**config.mk**
```make
export PLATFORM = sky130hd
export DESIGN_NAME = ubds_ctrl
export DESIGN_NICKNAME = d
export VERILOG_FILES = /design/src/hw/rtl/ubds_pkg.sv /design/src/hw/rtl/ubds_ctrl.sv
export SDC_FILE = /design/constraint.sdc
export NUM_CORES = 1
export LEC_CHECK = 0
export BUFFER_PORTS_ARGS = -buffer_cell sky130_fd_sc_hd__buf_4
export CAP_MARGIN = 20
export CORE_AREA = 2 2 39 41
export CTS_CLUSTER_DIAMETER = 30
export DETAILED_ROUTE_END_ITERATION = 10
export DIE_AREA = 0 0 41 43
export MAX_ROUTING_LAYER = met4
export PLACE_DENSITY = 0.68
export SLEW_MARGIN = 20
export SYNTH_ARGS = -nofsm -noshare
export SYNTH_HDL_FRONTEND = slang
export SYNTH_SLANG_ARGS = --single-unit
```
**constraint.sdc**
```tcl
create_clock -name i_clk -period 1.3 [get_ports i_clk]
set_clock_uncertainty 0.1 [all_clocks]
set_input_delay 0.13 -clock i_clk [delete_from_list [all_inputs] [get_ports i_clk]]
set_output_delay 0.13 -clock i_clk [all_outputs]
set_load 0.01 [all_outputs]
```
**src/hw/rtl/ubds_pkg.sv**
```systemverilog
// ----------------------------------------------------------------------------
// UART baud divisor search package
// Shared widths, reset values, register indexes and control structs.
// ----------------------------------------------------------------------------
package ubds_pkg;

    localparam int CLK_W      = 28;
    localparam int BAUD_W     = 24;
    localparam int DIV_W      = 28;
    localparam int DIV_CNT_W  = 5;
    localparam int DIST_W     = 32;
    localparam int CFG_IDX_W  = 1;
    localparam int CFG_DATA_W = 28;

    localparam logic [CLK_W-1:0] CLOCK_HZ_RESET   = CLK_W'(48000000);
    localparam logic             FIXED_MODE_RESET = 1'b1;

    typedef enum logic [CFG_IDX_W-1:0] {
        CFG_CLOCK_HZ   = 1'b0,
        CFG_FIXED_MODE = 1'b1
    } t_cfg_idx;

    typedef enum logic [1:0] {
        DSEL_FIX  = 2'd0,
        DSEL_PER  = 2'd1,
        DSEL_CAND = 2'd2
    } t_div_sel;

    typedef struct packed {
        logic     load_in;
        logic     div_start;
        t_div_sel div_sel;
        logic     per_load;
        logic     eval;
        logic     sbr_inc;
        logic     osr_dec;
        logic     load_fix;
        logic     load_pick;
    } t_dp_cmd;

    typedef struct packed {
        logic fixed_mode;
        logic baud_zero;
        logic div_busy;
        logic div_done;
        logic exact;
        logic sbr_last;
        logic osr_last;
        logic out_free;
    } t_dp_stat;

endpackage

```
**src/hw/rtl/ubds_ctrl.sv**
```systemverilog
// ----------------------------------------------------------------------------
// Baud divisor search controller
// Sequences fixed-mode division or the full oversampling/divisor sweep.
// ----------------------------------------------------------------------------
module ubds_ctrl
    import ubds_pkg::*;
(
    input  logic     i_clk,
    input  logic     i_rst_n,
    input  logic     i_in_valid,
    output logic     o_in_ready,
    input  t_dp_stat i_stat,
    output t_dp_cmd  o_cmd
);

    typedef enum logic [3:0] {
        S_IDLE,
        S_FIX_DIV,
        S_FIX_WAIT,
        S_FIX_DONE,
        S_PER_DIV,
        S_PER_WAIT,
        S_CAND_DIV,
        S_CAND_WAIT,
        S_EVAL,
        S_PICK
    } t_state;

    t_state r_state;
    t_state n_state;

    always_comb begin
        n_state = r_state;
        o_cmd   = '0;
        o_cmd.div_sel = DSEL_CAND;
        o_in_ready = 1'b0;
        case (r_state)
            S_IDLE: begin
                o_in_ready = 1'b1;
                if (i_in_valid) begin
                    o_cmd.load_in = 1'b1;
                    n_state = i_stat.fixed_mode ? S_FIX_DIV : S_PER_DIV;
                end
            end
            S_FIX_DIV: begin
                // zero baud clips without dividing
                if (i_stat.baud_zero) begin
                    n_state = S_FIX_DONE;
                end else begin
                    o_cmd.div_start = 1'b1;
                    o_cmd.div_sel   = DSEL_FIX;
                    n_state = S_FIX_WAIT;
                end
            end
            S_FIX_WAIT: begin
                if (i_stat.div_done) begin
                    n_state = S_FIX_DONE;
                end
            end
            S_FIX_DONE: begin
                if (i_stat.out_free) begin
                    o_cmd.load_fix = 1'b1;
                    n_state = S_IDLE;
                end
            end
            S_PER_DIV: begin
                o_cmd.div_start = 1'b1;
                o_cmd.div_sel   = DSEL_PER;
                n_state = S_PER_WAIT;
            end
            S_PER_WAIT: begin
                if (i_stat.div_done) begin
                    o_cmd.per_load = 1'b1;
                    n_state = S_CAND_DIV;
                end
            end
            S_CAND_DIV: begin
                o_cmd.div_start = 1'b1;
                o_cmd.div_sel   = DSEL_CAND;
                n_state = S_CAND_WAIT;
            end
            S_CAND_WAIT: begin
                if (i_stat.div_done) begin
                    n_state = S_EVAL;
                end
            end
            S_EVAL: begin
                o_cmd.eval = 1'b1;
                if (i_stat.exact) begin
                    n_state = S_PICK;
                end else if (i_stat.sbr_last) begin
                    if (i_stat.osr_last) begin
                        n_state = S_PICK;
                    end else begin
                        o_cmd.osr_dec = 1'b1;
                        n_state = S_PER_DIV;
                    end
                end else begin
                    o_cmd.sbr_inc = 1'b1;
                    n_state = S_CAND_DIV;
                end
            end
            S_PICK: begin
                if (i_stat.out_free) begin
                    o_cmd.load_pick = 1'b1;
                    n_state = S_IDLE;
                end
            end
            default: begin
                n_state = S_IDLE;
            end
        endcase
    end

    always_ff @(posedge i_clk) begin
        if (!i_rst_n) begin
            r_state <= S_IDLE;
        end else begin
            r_state <= n_state;
        end
    end

endmodule

```
* After elaboration in Yosys (flattened, before gate mapping) *
Index checks and enable logic that the tools add are counted.

operators by class
  equality and inequality tests = 14
  multiplexer cells = 26
  reductions and logical operators = 3

operator list
  cell                number
  $pmux 4 s9          1
  $mux 4              8
  $eq 4x3->1 const B  4
  $mux 1              12
  $mux 3              3
  $pmux 3 s3          1
  $eq 4x2->1 const B  2
  $eq 4x4->1 const B  2
  $ne 2x2->1 const B  4
  $reduce_and 5->1    1
  $eq 4x1->1 const B  1
  $logic_not 4->1     1
  $mux 2              1
  $ne 2x1->1 const B  1
  $reduce_or 2->1     1

word-level totals
  flip-flop bits (word level) = 4
  input port bits = 11
  output and inout bits = 11
  word-level logic and storage cells = 44

* Longest topological paths before layout *
  word-level depth = 4
  depth in mapped cells = 7
  gate-level depth less buffers = 6

* Least setup slack after synthesis *
OpenSTA, ideal clock, no wires.

  path type = reg-to-output
  from = register r_state[1]
  to = output port o_cmd[2] (netlist bit)
  arrival time = 1.351 ns
  data required time = 1.070 ns
  setup slack = -0.281 ns
  stages on the path, launching flop included = 5
  path buffers = 1
  cell sequence = dfxtp_1 buf_6 nand2b_4 or3_4 nor4b_1

RTL lines
  item                    RTL line          source
  start, declared         ubds_ctrl.sv:29   t_state r_state;
  start signal, assigned  ubds_ctrl.sv:119  r_state <= n_state;
  end, declared           ubds_ctrl.sv:13   output t_dp_cmd o_cmd

==> results_dict.tcl <==
set metrics [dict create \
    status "finished with violations" \
    violations "setup timing" \
    hold_viol 0 \
    setup_viol 15 \
    htree_levels 1 \
    ir_worst_vdd_mv 1.15 \
    initial_core_util_pct 34.8 \
    seq_area_um2 88.8 \
    fin_crit_ns 1.77 \
    relSlewSlack_pct 77.2 \
    report.final.slew_viol_count 0 \
    drv_cap 0 \
    fillers 87 \
    clkSinkCount 4 \
    core_area_um2 1380 \
    syn_inst 67 \
    required_ns 1.07 \
    finalNetCount 123 \
    leakage_nw 0.447 \
    clk_path_buf_depth 2 \
    top_regs "r_state (4)" \
    syn_area_per_cell_um2 7.19 \
    clk_pin_slew_ns 0.04 \
    holdPathEnd "r_state[2]" \
    hold_depth 2 \
    rr_endpoint "r_state[2]" \
    root_buffer "clkbuf_4" \
    syn2layout_area_growth_pct 123 \
    r2r_start "r_state[1]" \
    fin_area_um2 1070 \
    clk_latency_ns 0.23 \
    largest_register_ffs 4 \
    r2r_cells 9 \
    top_register "r_state" \
    dieArea_um2 1760 \
    grt_max_degree 12 \
    drcViolationCount 0 \
    hold_ws_ns 0.0425 \
    fin_crit_sh_pct 136 \
    wl_mm 2.55 \
    cp_max_fo 4 \
    antenna_found_initial 0 \
    antenna_left 0 \
    layout_setup_ws_ns -0.466 \
    start_kind "flop" \
    power_per_cell_area_nw_per_um2 2380 \
    crit_type "flop to primary output" \
    ys_ff_latch 4 \
    multi_input_area_um2 515 \
    die_w_um 41 \
    first_pass_iters 4 \
    max_freq_mhz 566 \
    place_congestion 0.890 \
    syn_area_um2 482 \
    dp_slack_ns -0.223 \
    grt-ovfl-total 0 \
    wl_per_cell_um 20.2 \
    seq_area_frac_synth_pct 16.6 \
    grt_pass1_wl_mm 3.25 \
    cts_tree "yes" \
    cts_buffers 3 \
    place_area_um2 738 \
    synth_nets 78 \
    arrival_ns 1.54 \
    worstMarginPinSlew_ns 0.342 \
    r2r_slack_ns -0.38 \
    drtIter0Drc 30 \
    die_h_um 43 \
    rows 14 \
    synth_cell_type_count 40 \
    cp-end-kind "primary output" \
    grt_pass1_vias 756 \
    port-buffer-count 20 \
    synth_warnings 0 \
    io_pins 22 \
    grtUsageTotal_pct 27.8 \
    dp_hpwl_mm 1.25 \
    final_layout_size_suffix_gt1_share_pct 74.5 \
    avgViaCountPerCell 6.19 \
    min_path_type "input pin to flop" \
    hold_path_startpoint "i_rst_n" \
    rsz0062_at_grt "yes" \
    num_antenna_cells 0 \
    vias 780 \
]
cells in the final DEF (no fill, tap or decap), types with 3 or more instances in the layout:
master / synthesis / layout
nor3_4: 0 / 4
buf_4: 2 / 30
nand2b_4: 1 / 3
buf_6: 1 / 13
nand2_1: 5 / 3
a21oi_1: 5 / 3
clkbuf_4: 0 / 3
stage by stage:
| stage | setup TNS [ns] | total power, mW | util, % | cells |
|---|---|---|---|---|
| after floorplan | -0.506 | 1.03 | - | 67 |
| after global placement | -1.20 | 1.51 | 53.3 | 110 |
| after detailed placement | -1.17 | 1.52 | 53.3 | 110 |
| after CTS | -3.77 | 2.30 | 73.7 | 126 |
| after global routing | -5.06 | 2.65 | 77.5 | 126 |
| final | -4.49 | 2.55 | 77.5 | 126 |
cell usage after synthesis, drive strengths merged:
cell type  count  share of area [%]
nand2          7                7.5
nor3           6                6.2
a21oi          5                5.2
nor2           5                3.9
dfxtp          4                 17
buf            3                5.5
nand2b         3                5.5
o21ai          3                3.1
and2           2                2.6
clkbuf         2                1.6
inv            2                1.6
nand3          2                2.1
nor3b          2                4.2
o22ai          2                2.6
or3            2                3.6
a211oi         1                1.6
a21boi         1                1.6
a22oi          1                1.6
a2bb2oi        1                1.8
a31oi          1                1.3
and4           1                1.8
clkinv         1                1.0
mux2i          1                2.1
nor4           1                1.3
nor4b          1                1.8
o2111ai        1                1.8
o22a           1                1.8
o32a           1                2.1
o32ai          1                1.8
o41ai          1                1.8
or2            1                1.3
xnor2          1                1.8
worst max path at each step:
stage / from / end / slack, ns / cells after the start
2_1_floorplan: r_state[1] / r_state[2] / -0.11 / 7
3_3_place_gp: r_state[1] / o_cmd[2] / -0.19 / 4
3_5_place_dp: r_state[1] / o_cmd[2] / -0.22 / 4
4_1_cts: r_state[1] / o_cmd[2] / -0.41 / 4
5_1_grt: r_state[1] / o_cmd[2] / -0.52 / 4
6_report: r_state[1] / o_cmd[2] / -0.47 / 4
timing repair:
action	in CTS	in global routing
gates resized for setup	37	11
buffers inserted	13	0
hold endpoints to repair	0	0
pin swaps	12	9
hold buffers	0	0
endpoints found under the setup margin	15	15
report_power, final:
part,internal (mW),leakage (nW),switching [mW],total (mW)
Combinational,1.12,0.399,1.01,2.13
Clock,0.103,0.0138,0.0484,0.151
Sequential,0.188,0.0347,0.0857,0.274
Total,1.41,0.447,1.14,2.55
final cells by class:
type,instances,share of cell area (%)
multi-input combinational,55,48.1
timing repair buffer,45,37.9
sequential,4,8.28
clock buffer,3,2.10
tap,16,1.87
inverter,3,1.75
per-layer routing:
layer  GRT usage (%)  vias to the layer above  share of wire [%]
met1            30.0                      379                 37
met5               -                        -                  0
met2            48.1                       51                 53
met4            10.7                        0                3.5
met3            3.66                       12                6.6
li1                -                      338                  -
cells by family (layout without fill, tap and decap cells):
kind of cell | after synthesis | in the layout | share of synthesized area (%)
simple gates | 33 | 33 | 41.8
buf+inv | 8 | 51 | 9.61
mux | 1 | 1 | 2.08
flops | 4 | 4 | 16.6
xor+xnor | 1 | 1 | 1.82
compound gates | 20 | 20 | 28.1
worst max-delay path, cell delays in order, from the launching register on:
cell      delay, ns
dfxtp_4        0.35
nand2b_4       0.14
or3_4          0.37
nor4b_4        0.26
buf_4          0.18
No activity file was read; power rests on OpenSTA's default activity.
