--- src/hw/rtl/ubds_pkg.sv ---
// ----------------------------------------------------------------------------
// UART baud divisor search package
// Shared widths, reset values, register indexes and control structs.
// ----------------------------------------------------------------------------
package ubds_pkg;

    localparam int CLK_W      = 28;
    localparam int BAUD_W     = 24;
    localparam int DIV_W      = 28;
    localparam int DIV_CNT_W  = 5;
    localparam int DIST_W     = 32;
    localparam int CFG_IDX_W  = 1;
    localparam int CFG_DATA_W = 28;

    localparam logic [CLK_W-1:0] CLOCK_HZ_RESET   = CLK_W'(48000000);
    localparam logic             FIXED_MODE_RESET = 1'b1;

    typedef enum logic [CFG_IDX_W-1:0] {
        CFG_CLOCK_HZ   = 1'b0,
        CFG_FIXED_MODE = 1'b1
    } t_cfg_idx;

    typedef enum logic [1:0] {
        DSEL_FIX  = 2'd0,
        DSEL_PER  = 2'd1,
        DSEL_CAND = 2'd2
    } t_div_sel;

    typedef struct packed {
        logic     load_in;
        logic     div_start;
        t_div_sel div_sel;
        logic     per_load;
        logic     eval;
        logic     sbr_inc;
        logic     osr_dec;
        logic     load_fix;
        logic     load_pick;
    } t_dp_cmd;

    typedef struct packed {
        logic fixed_mode;
        logic baud_zero;
        logic div_busy;
        logic div_done;
        logic exact;
        logic sbr_last;
        logic osr_last;
        logic out_free;
    } t_dp_stat;

endpackage

--- src/hw/rtl/ubds_div.sv ---
// ----------------------------------------------------------------------------
// Iterative unsigned divider
// Restoring divider, one quotient bit per cycle. Divisor must be nonzero.
// ----------------------------------------------------------------------------
module ubds_div
    import ubds_pkg::*;
(
    input  logic             i_clk,
    input  logic             i_rst_n,
    input  logic             i_start,
    input  logic [DIV_W-1:0] i_dividend,
    input  logic [DIV_W-1:0] i_divisor,
    output logic             o_busy,
    output logic             o_done,
    output logic [DIV_W-1:0] o_quot
);

    localparam logic [DIV_CNT_W-1:0] LAST_STEP = DIV_CNT_W'(DIV_W - 1);

    logic [DIV_W-1:0]     r_rem;
    logic [DIV_W-1:0]     r_quo;
    logic [DIV_W-1:0]     r_dvs;
    logic [DIV_CNT_W-1:0] r_cnt;
    logic                 r_busy;
    logic                 r_done;

    logic [DIV_W:0]   shifted;
    logic             fits;
    logic [DIV_W:0]   diff;

    always_comb begin
        shifted = {r_rem, r_quo[DIV_W-1]};
        diff    = shifted - {1'b0, r_dvs};
        fits    = (shifted >= {1'b0, r_dvs});
    end

    always_ff @(posedge i_clk) begin
        if (!i_rst_n) begin
            r_busy <= 1'b0;
            r_done <= 1'b0;
            r_cnt  <= '0;
        end else begin
            r_done <= !i_start && r_busy && (r_cnt == LAST_STEP);
            if (i_start) begin
                r_busy <= 1'b1;
                r_cnt  <= '0;
            end else if (r_busy) begin
                r_cnt <= r_cnt + 1'b1;
                if (r_cnt == LAST_STEP) begin
                    r_busy <= 1'b0;
                end
            end
        end
    end

    always_ff @(posedge i_clk) begin
        if (i_start) begin
            r_rem <= '0;
            r_quo <= i_dividend;
            r_dvs <= i_divisor;
        end else if (r_busy) begin
            // remainder stays below the divisor, so the top bit drops
            r_rem <= fits ? diff[DIV_W-1:0] : shifted[DIV_W-1:0];
            r_quo <= {r_quo[DIV_W-2:0], fits};
        end
    end

    assign o_busy = r_busy;
    assign o_done = r_done;
    assign o_quot = r_quo;

endmodule

--- src/hw/rtl/ubds_dp.sv ---
// ----------------------------------------------------------------------------
// Baud divisor search datapath
// Config registers, divider operands, nearest-above/below trackers, output word.
// ----------------------------------------------------------------------------
module ubds_dp
    import ubds_pkg::*;
#(
    parameter int SBR_WIDTH = 13,
    parameter int OSR_WIDTH = 5
) (
    input  logic                  i_clk,
    input  logic                  i_rst_n,
    input  logic                  i_cfg_we,
    input  logic [CFG_IDX_W-1:0]  i_cfg_idx,
    input  logic [CFG_DATA_W-1:0] i_cfg_data,
    input  logic [BAUD_W-1:0]     i_baud_rate,
    input  t_dp_cmd               i_cmd,
    output t_dp_stat              o_stat,
    input  logic                  i_out_ready,
    output logic                  o_out_valid,
    output logic [OSR_WIDTH-1:0]  o_osr_field,
    output logic [SBR_WIDTH-1:0]  o_sbr_field,
    output logic                  o_clipped
);

    localparam logic [SBR_WIDTH-1:0] SBR_MAX  = '1;
    localparam logic [SBR_WIDTH-1:0] SBR_LAST = SBR_WIDTH'((1 << SBR_WIDTH) - 2);
    localparam logic [SBR_WIDTH-1:0] SBR_ONE  = SBR_WIDTH'(1);
    localparam logic [OSR_WIDTH-1:0] OSR_ONE  = OSR_WIDTH'(1);

    logic [CLK_W-1:0]     r_clock_hz;
    logic                 r_fixed_mode;
    logic [BAUD_W-1:0]    r_baud;
    logic [OSR_WIDTH-1:0] r_osr;
    logic [SBR_WIDTH-1:0] r_sbr;
    logic [DIV_W-1:0]     r_per;
    logic [CLK_W-1:0]     r_up_rate;
    logic [OSR_WIDTH-1:0] r_up_osr;
    logic [SBR_WIDTH-1:0] r_up_sbr;
    logic [CLK_W-1:0]     r_lo_rate;
    logic [OSR_WIDTH-1:0] r_lo_osr;
    logic [SBR_WIDTH-1:0] r_lo_sbr;
    logic                 r_out_valid;
    logic [OSR_WIDTH-1:0] r_out_osr;
    logic [SBR_WIDTH-1:0] r_out_sbr;
    logic                 r_out_clip;

    logic [DIV_W-1:0]  div_dividend;
    logic [DIV_W-1:0]  div_divisor;
    logic [DIV_W-1:0]  quot;
    logic              div_busy;
    logic              div_done;

    logic [DIST_W-1:0] c32, b32, up32, lo32;
    logic              take_up, take_lo, exact, pick_lo;
    logic [DIV_W-1:0]  fix_q;
    logic              fix_clip;

    always_ff @(posedge i_clk) begin
        if (!i_rst_n) begin
            r_clock_hz   <= CLOCK_HZ_RESET;
            r_fixed_mode <= FIXED_MODE_RESET;
        end else if (i_cfg_we) begin
            case (t_cfg_idx'(i_cfg_idx))
                CFG_CLOCK_HZ:   r_clock_hz   <= i_cfg_data[CLK_W-1:0];
                CFG_FIXED_MODE: r_fixed_mode <= i_cfg_data[0];
                default: ;
            endcase
        end
    end

    always_comb begin
        case (i_cmd.div_sel)
            DSEL_FIX: begin
                div_dividend = DIV_W'(r_clock_hz);
                div_divisor  = DIV_W'(r_baud);
            end
            DSEL_PER: begin
                div_dividend = DIV_W'(r_clock_hz);
                div_divisor  = DIV_W'(r_osr) + DIV_W'(1);
            end
            DSEL_CAND: begin
                div_dividend = r_per;
                div_divisor  = DIV_W'(r_sbr);
            end
            default: begin
                div_dividend = DIV_W'(r_clock_hz);
                div_divisor  = DIV_W'(1);
            end
        endcase
    end

    ubds_div u_div (
        .i_clk      (i_clk),
        .i_rst_n    (i_rst_n),
        .i_start    (i_cmd.div_start),
        .i_dividend (div_dividend),
        .i_divisor  (div_divisor),
        .o_busy     (div_busy),
        .o_done     (div_done),
        .o_quot     (quot)
    );

    // distances wrap at 32 bits, as the upper tracker may start below the baud
    always_comb begin
        c32     = DIST_W'(quot);
        b32     = DIST_W'(r_baud);
        up32    = DIST_W'(r_up_rate);
        lo32    = DIST_W'(r_lo_rate);
        take_up = (c32 > b32) && ((c32 - b32) < (up32 - b32));
        take_lo = (c32 < b32) && ((b32 - c32) < (b32 - lo32));
        exact   = (c32 == b32);
        pick_lo = (b32 - lo32) < (up32 - b32);
        fix_q    = quot >> OSR_WIDTH;
        fix_clip = (r_baud == '0) || (fix_q > DIV_W'(SBR_MAX));
    end

    always_ff @(posedge i_clk) begin
        if (i_cmd.load_in) begin
            r_baud    <= i_baud_rate;
            r_osr     <= '1;
            r_sbr     <= SBR_ONE;
            r_up_rate <= r_clock_hz;
            r_up_osr  <= '0;
            r_up_sbr  <= '0;
            r_lo_rate <= '0;
            r_lo_osr  <= '0;
            r_lo_sbr  <= '0;
        end else begin
            if (i_cmd.per_load) begin
                r_per <= quot;
                r_sbr <= SBR_ONE;
            end
            if (i_cmd.sbr_inc) begin
                r_sbr <= r_sbr + SBR_ONE;
            end
            if (i_cmd.osr_dec) begin
                r_osr <= r_osr - OSR_ONE;
            end
            if (i_cmd.eval) begin
                if (take_up) begin
                    r_up_rate <= quot;
                    r_up_osr  <= r_osr;
                    r_up_sbr  <= r_sbr;
                end
                if (take_lo || exact) begin
                    r_lo_rate <= quot;
                    r_lo_osr  <= r_osr;
                    r_lo_sbr  <= r_sbr;
                end
            end
        end
    end

    always_ff @(posedge i_clk) begin
        if (!i_rst_n) begin
            r_out_valid <= 1'b0;
        end else if (i_cmd.load_fix || i_cmd.load_pick) begin
            r_out_valid <= 1'b1;
        end else if (i_out_ready) begin
            r_out_valid <= 1'b0;
        end
    end

    always_ff @(posedge i_clk) begin
        if (i_cmd.load_fix) begin
            r_out_osr  <= '1;
            r_out_sbr  <= fix_clip ? SBR_MAX : fix_q[SBR_WIDTH-1:0];
            r_out_clip <= fix_clip;
        end else if (i_cmd.load_pick) begin
            r_out_osr  <= pick_lo ? r_lo_osr : r_up_osr;
            r_out_sbr  <= pick_lo ? r_lo_sbr : r_up_sbr;
            r_out_clip <= 1'b0;
        end
    end

    always_comb begin
        o_stat.fixed_mode = r_fixed_mode;
        o_stat.baud_zero  = (r_baud == '0);
        o_stat.div_busy   = div_busy;
        o_stat.div_done   = div_done;
        o_stat.exact      = exact;
        o_stat.sbr_last   = (r_sbr == SBR_LAST);
        o_stat.osr_last   = (r_osr == OSR_ONE);
        o_stat.out_free   = !r_out_valid || i_out_ready;
    end

    assign o_out_valid = r_out_valid;
    assign o_osr_field = r_out_osr;
    assign o_sbr_field = r_out_sbr;
    assign o_clipped   = r_out_clip;

endmodule

--- config.mk ---
export PLATFORM = sky130hd
export DESIGN_NAME = ubds_dp
export DESIGN_NICKNAME = d
export VERILOG_FILES = /design/src/hw/rtl/ubds_pkg.sv /design/src/hw/rtl/ubds_div.sv /design/src/hw/rtl/ubds_dp.sv
export SDC_FILE = /design/constraint.sdc
export NUM_CORES = 1
export LEC_CHECK = 0
export BUFFER_PORTS_ARGS = -buffer_cell sky130_fd_sc_hd__buf_2
export CAP_MARGIN = 5
export CORE_ASPECT_RATIO = 0.7
export CORE_MARGIN = 5
export CORE_UTILIZATION = 61
export CTS_CLUSTER_SIZE = 12
export DETAILED_ROUTE_END_ITERATION = 7
export HOLD_SLACK_MARGIN = 0.1
export PLACE_DENSITY = 0.84
export SYNTH_ARGS = -nofsm -noshare
export SYNTH_HDL_FRONTEND = slang
export SYNTH_SLANG_ARGS = --single-unit
--- constraint.sdc ---
create_clock -name i_clk -period 10.9 [get_ports i_clk]
set_input_delay 1.635 -clock i_clk [delete_from_list [all_inputs] [get_ports i_clk]]
set_output_delay 1.635 -clock i_clk [all_outputs]
set_load 0.01 [all_outputs]
Yosys cells after proc, flatten, opt, wreduce, memory -nomap -nowiden
Cells that the tools add are included.
{ "classes": {"n_lt_le_gt_ge": 7, "bitwise": 3, "n_reduce_logical": 25, "eq_ne": 6, "muxes": 22, "n_addsub": 9} }
{ "ops": {"columns": ["cell", "n"], "rows": [
  ["$mux W28", 7],
  ["$lt A32 B32 Y1", 3],
  ["$mux W13", 6],
  ["$pmux W24 S3", 1],
  ["$sub A24 B28 Y29", 2],
  ["$sub A28 B24 Y29", 2],
  ["$ge A29 B28 Y1", 1],
  ["$eq A28 B24 Y1", 1],
  ["$gt A28 B24 Y1", 1],
  ["$lt A28 B24 Y1", 1],
  ["$sub A28 B28 Y28", 1],
  ["$logic_not A24 Y1", 1],
  ["$gt A23 B13 Y1 const B", 1],
  ["$add A13 B1 Y13 const B", 1],
  ["$eq A13 B13 Y1 const B", 1],
  ["$reduce_and A2 Y1", 6],
  ["$reduce_bool A2 Y1", 6],
  ["$mux W1", 7],
  ["$add A5 B1 Y6 const B", 1],
  ["$add A5 B1 Y5 const B", 1],
  ["$eq A5 B1 Y1 const B", 1],
  ["$eq A5 B5 Y1 const B", 1],
  ["$mux W5", 1],
  ["$sub A5 B1 Y5 const B", 1],
  ["8 further kinds", 17]
]} }
{ "word_totals": {"ff_bits": 302, "elab_cells": 94} }

Longest topological paths before layout
{ "logic_depth": {"ltp_word": 6, "ltp_mapped": 26} }

Cells and area by module
From an unflattened synthesis, not the netlist that was laid out.
{ "unflattened": {"cells_unflattened": 2408, "hier_area_um2": 21763.4} }
{ "modules_own_cells": {"columns": ["module", "instances", "seq_area_each_um2", "cells_each", "area_each_um2"], "rows": [
  ["ubds_dp", 1, 5165.0, 1906, 16557.1],
  ["ubds_div", 1, 2382.3, 502, 5206.2]
]} }

Worst setup path before layout
Ideal clock, no wire load.
{ "synth_path": {"kind": "register -> register", "from": "reg r_baud[1]", "to": "reg r_up_rate[0] (enable)", "slack_ns": 5.658, "setup_time_ns": 0.389, "arrival_time_ns": 4.853, "n_path_buf": 1, "period_less_slack_ns": 5.242, "path_stages_with_launch": 23, "cell_sequence": "edfxtp_1 > inv_1 > fa_1 > a21o_1 > a221oi_2 > o211ai_2 > a211oi_2 > o31ai_1 > a21oi_1 > o21ai_0 > a21oi_1 > o21bai_1 > xor2_1 > ha_1 > a21o_1 > a21oi_1 > nor2b_1 > o21ai_0 > nand3_1 > a221oi_1 > a22oi_2 > buf_6 > nand2b_1"} }
{ "synth_via": {"elab_chain_cells": 5, "word_cells_on_any_way": 7, "cone_classes": "2 x add/sub; 2 x order compare; 3 x reduce/logical"} }
{ "synth_rtl": {"columns": ["element", "line", "rtl"], "rows": [
  ["from (decl)", "ubds_dp.sv:33", "logic [BAUD_W-1:0] r_baud;"],
  ["from (signal assigned)", "ubds_dp.sv:120", "r_baud <= i_baud_rate;"],
  ["$sub A28 B24 Y29", "ubds_dp.sv:110", "take_up = (c32 > b32) && ((c32 - b32) < (up32 - b32));"],
  ["$lt A32 B32 Y1", "ubds_dp.sv:110", null],
  ["$logic_and A1 B1 Y1 *", "ubds_dp.sv:110", null],
  ["$reduce_bool A2 Y1 (no source line) *", null, null],
  ["$reduce_and A2 Y1 (no source line) *", null, null],
  ["to (signal assigned)", "ubds_dp.sv:123", "r_up_rate <= r_clock_hz;"],
  ["to (signal assigned)", "ubds_dp.sv:142", "r_up_rate <= quot;"],
  ["to (decl)", "ubds_dp.sv:37", "logic [CLK_W-1:0] r_up_rate;"]
]} }
Every way passes the cells marked *; elsewhere a longest branch is shown, timed or not.
A chain may end at the register's enable or synchronous reset.

Worst setup path after layout
{ "layout_path": {"from": "reg r_baud[1]", "to": "reg r_lo_sbr[3]"} }
{ "layout_via": {"elab_chain_cells": 5, "word_cells_on_any_way": 8, "cone_classes": "2 x add/sub; 2 x order compare; 1 x eq/ne; 3 x reduce/logical"} }
{ "layout_rtl": {"columns": ["element", "line", "rtl"], "rows": [
  ["$sub A24 B28 Y29", "ubds_dp.sv:111", "take_lo = (c32 < b32) && ((b32 - c32) < (b32 - lo32));"],
  ["$lt A32 B32 Y1", "ubds_dp.sv:111", null],
  ["$logic_and A1 B1 Y1", "ubds_dp.sv:111", null],
  ["$logic_or A1 B1 Y1 *", "ubds_dp.sv:146", "if (take_lo || exact) begin"],
  ["$reduce_and A2 Y1 (no source line) *", null, null],
  ["to (signal assigned)", "ubds_dp.sv:149", "r_lo_sbr <= r_sbr;"],
  ["to (decl)", "ubds_dp.sv:42", "logic [SBR_WIDTH-1:0] r_lo_sbr;"]
]} }
Marked as above.

==> results.sh <==
export IMPL_firstDrtPassIters=5
export IMPL_yosys_area_top_type="edfxtp_1"
export IMPL_place_congestion=0.993
export IMPL_crit_path_start_kind="register"
export IMPL_relSlewSlack=0.255
export IMPL_async_flop_share=0
export IMPL_avgSynthCellArea_um2=9.10
export IMPL_grt_antenna_before_repair=0
export IMPL_fp_dieH_um=163
export IMPL_overflow=0
export IMPL_synth_commonest_cells="nor2_1, ha_1, nand2_1"
export IMPL_ant_nets=0
export IMPL_slew_viol_final=0
export IMPL_synth_main_ff_cell="dfxtp_1"
export IMPL_p_leak_nw=9.53
export IMPL_die_x_um=229
export IMPL_drive_gt1_frac=0.0821
export IMPL_hold_viol_final=0
export IMPL_cp_end_kind="register"
export IMPL_synthAdderAreaFrac=0.132
export IMPL_drv_cap=0
export IMPL_power_density_nw_per_um2=200
export IMPL_drc_errors=0
export IMPL_synth_area_leaders="edfxtp_1, dfxtp_1, ha_1"
export IMPL_crit_slowest_cell="buf_4"
export IMPL_postCtsSetupBuffers=0
export IMPL_tns_ns=0
export IMPL_path_common_cell="o21ai_0"
export IMPL_port_buffer_count=94
export IMPL_syn_nets=2532
export IMPL_nFillCells=2620
export IMPL_cp_cell_sequence="inv_1 -> ha_1 -> nor2b_1 -> o21ai_0 -> a21boi_0 -> o21a_1 -> o21ai_0 -> a31oi_1 -> a21oi_1 -> o21ai_0 -> a21oi_1 -> xor2_1 -> ha_1 -> a21o_1 -> a21oi_1 -> nor2b_1 -> o21ai_0 -> o2111ai_1 -> a211oi_1 -> a31oi_1 -> o21ai_4 -> buf_4 -> mux2i_1 -> nor2_1"
export IMPL_h_tree_depth=1
export IMPL_final_min_clock_period_ns=6.70
export IMPL_hold_path_class="reg2reg"
export IMPL_vias_per_cell=6.30
export IMPL_final_nets=2568
export IMPL_clk_pin_slew_ns=0.07
export IMPL_cts_tree="yes"
export IMPL_grt_first_pass_wirelength_mm=93.9
export IMPL_syn_to_final_growth_pct=7.81
export IMPL_yosys_register_bits=298
export IMPL_rsz0062_at_grt="no"
export IMPL_cts_repair_resize_count=0
export IMPL_grt_pass1_vias=16607
export IMPL_finClkSkew_ns=0.0254
export IMPL_synthesis_area_um2=20500
export IMPL_p_total_mw=4.43
export IMPL_synth_xor_area_frac=0.0563
export IMPL_dieArea_um2=37500
export IMPL_synthCells=2254
export IMPL_cp_arrival_ns=7.13
export IMPL_pin_count=95
export IMPL_clkSinkCount=298
export IMPL_start_util=0.615
export IMPL_status="complete, no violations"
export IMPL_wl_per_cell_um=22.3
export IMPL_cts_buffer_depth=3
export IMPL_required_ns=11.33
export IMPL_grt_usage=0.315
export IMPL_hold_buffers=0
export IMPL_synth_top_area_share=0.214
export IMPL_ys_seq_area_frac=0.362
export IMPL_worst_pin_slew_ns=1.12
export IMPL_yosysMostFrequentCell="nor2_1"
export IMPL_final_period_utilization=0.615
export IMPL_crit_type="reg2reg"
export IMPL_hpwl_mm=45.9
export IMPL_grt_max_degree=108
export IMPL_peakVddDrop_v=0.000139
export IMPL_row_count=56
export IMPL_clk_latency_ns=0.59
export IMPL_numCtsBuffers=30
export IMPL_synth_compound_area_frac=0.175
export IMPL_core_area_um2=33400
export IMPL_routed_wirelength_mm=61.2
export IMPL_ys_warn_count=0
export IMPL_ys_types=87
export IMPL_vias=17314
export IMPL_critPathMaxStageDelay_ns=0.66
export IMPL_antennaDiodeCount=0
export IMPL_synth_top_family_by_area="compound AO/OA/AOI/OAI gates"
export IMPL_clk_root_buffer_cell="clkbuf_16"
export IMPL_finalSetupViolations=0
export IMPL_max_freq_ghz=0.149
export IMPL_drtIter0Drc=1961
export IMPL_path_max_fanout=33
export IMPL_yosys_area_share_simple=0.152
export IMPL_synth_edf_count=146
export IMPL_synthMuxAreaShare=0.0676
[sequential cells by signal, summed over array words and instances, names as in the netlist, 13 cells and up]
register      flops
r_baud           24
r_sbr            13
u_div.r_dvs      24
r_up_sbr         13
r_per            28
r_clock_hz       28
r_lo_sbr         13
u_div.o_quot     28
u_div.r_rem      28
r_up_rate        28
o_sbr_field      13
r_lo_rate        28
[logic make-up after synthesis]
family / Yosys count
compound gates: 541
xor+xnor: 131
simple gates: 661
fa+ha+maj: 213
flops: 298
mux: 138
buf+inv: 272
[routing by layer]
metal / wire length [µm] / vias to the layer above / share of wire / global-route usage
met2: 26500 / 826 / 0.43 / 0.492
li1: - / 8086 / - / -
met3: 5520 / 151 / 0.090 / 0.0506
met4: 2530 / 0 / 0.041 / 0.116
met1: 26600 / 8251 / 0.44 / 0.446
met5: 0 / - / 0 / 0
[cell usage in the layout, fill, tap and decap left out, drive strengths merged, types with 52 or more instances in the layout]
cell / n
mux2i: 133
nand2: 189
xnor2: 79
buf: 110
a21oi: 148
xor2: 52
o21ai: 115
a21o: 91
nor2: 210
ha: 206
dfxtp: 152
edfxtp: 146
inv: 166
[worst paths after layout]
kind              cells past startpoint  slack [ns]            to    startpoint
setup / recovery                     24        4.20   r_lo_sbr[3]     r_baud[1]
setup reg to reg                     24        4.20   r_lo_sbr[3]     r_baud[1]
hold reg to reg                       2        0.48  r_fixed_mode  r_fixed_mode
hold / removal                        2        0.48  r_fixed_mode  r_fixed_mode
[critical path, delay by kind of cell, from the launching register on]
family | cells | cell delay [ns]
DFF | 1 | 0.58
muxes | 1 | 0.29
adders and majority gates | 2 | 0.65
buffers and inverters | 2 | 0.87
xor gates and xnor gates | 1 | 0.21
AOI/OAI and AO/OA | 15 | 3.62
and+or+nand+nor | 3 | 0.26
[where the power goes]
group          total (mW)  switching (mW)  internal, mW  leakage (nW)
combinational        1.98            1.19         0.796          6.39
clock                1.01           0.449         0.566         0.448
sequential           1.43           0.111          1.32          2.69
[area by class of cell]
type	instances	area [µm²]	area share
multi-input cells	1684	12000	0.542
flip-flops and latches	298	7430	0.336
clock buffers	50	867	0.0392
inverters	166	623	0.0282
repair buffers	110	603	0.0273
well taps	435	544	0.0246
clock inverters	5	76.3	0.00345
[metrics by stage]
step	instance area (µm²)	cells	worst slack, ns	util	hold slack, ns
CTS	22100	2747	4.39	0.663	0.482
floorplan	20500	2254	5.66	-	0.424
global placement	21200	2692	4.60	0.635	0.445
global route	22100	2748	3.86	0.663	0.499
detailed placement	21200	2692	4.45	0.635	0.458
finish	22100	2748	4.20	0.663	0.478
Power figures use the tool's default switching activity.
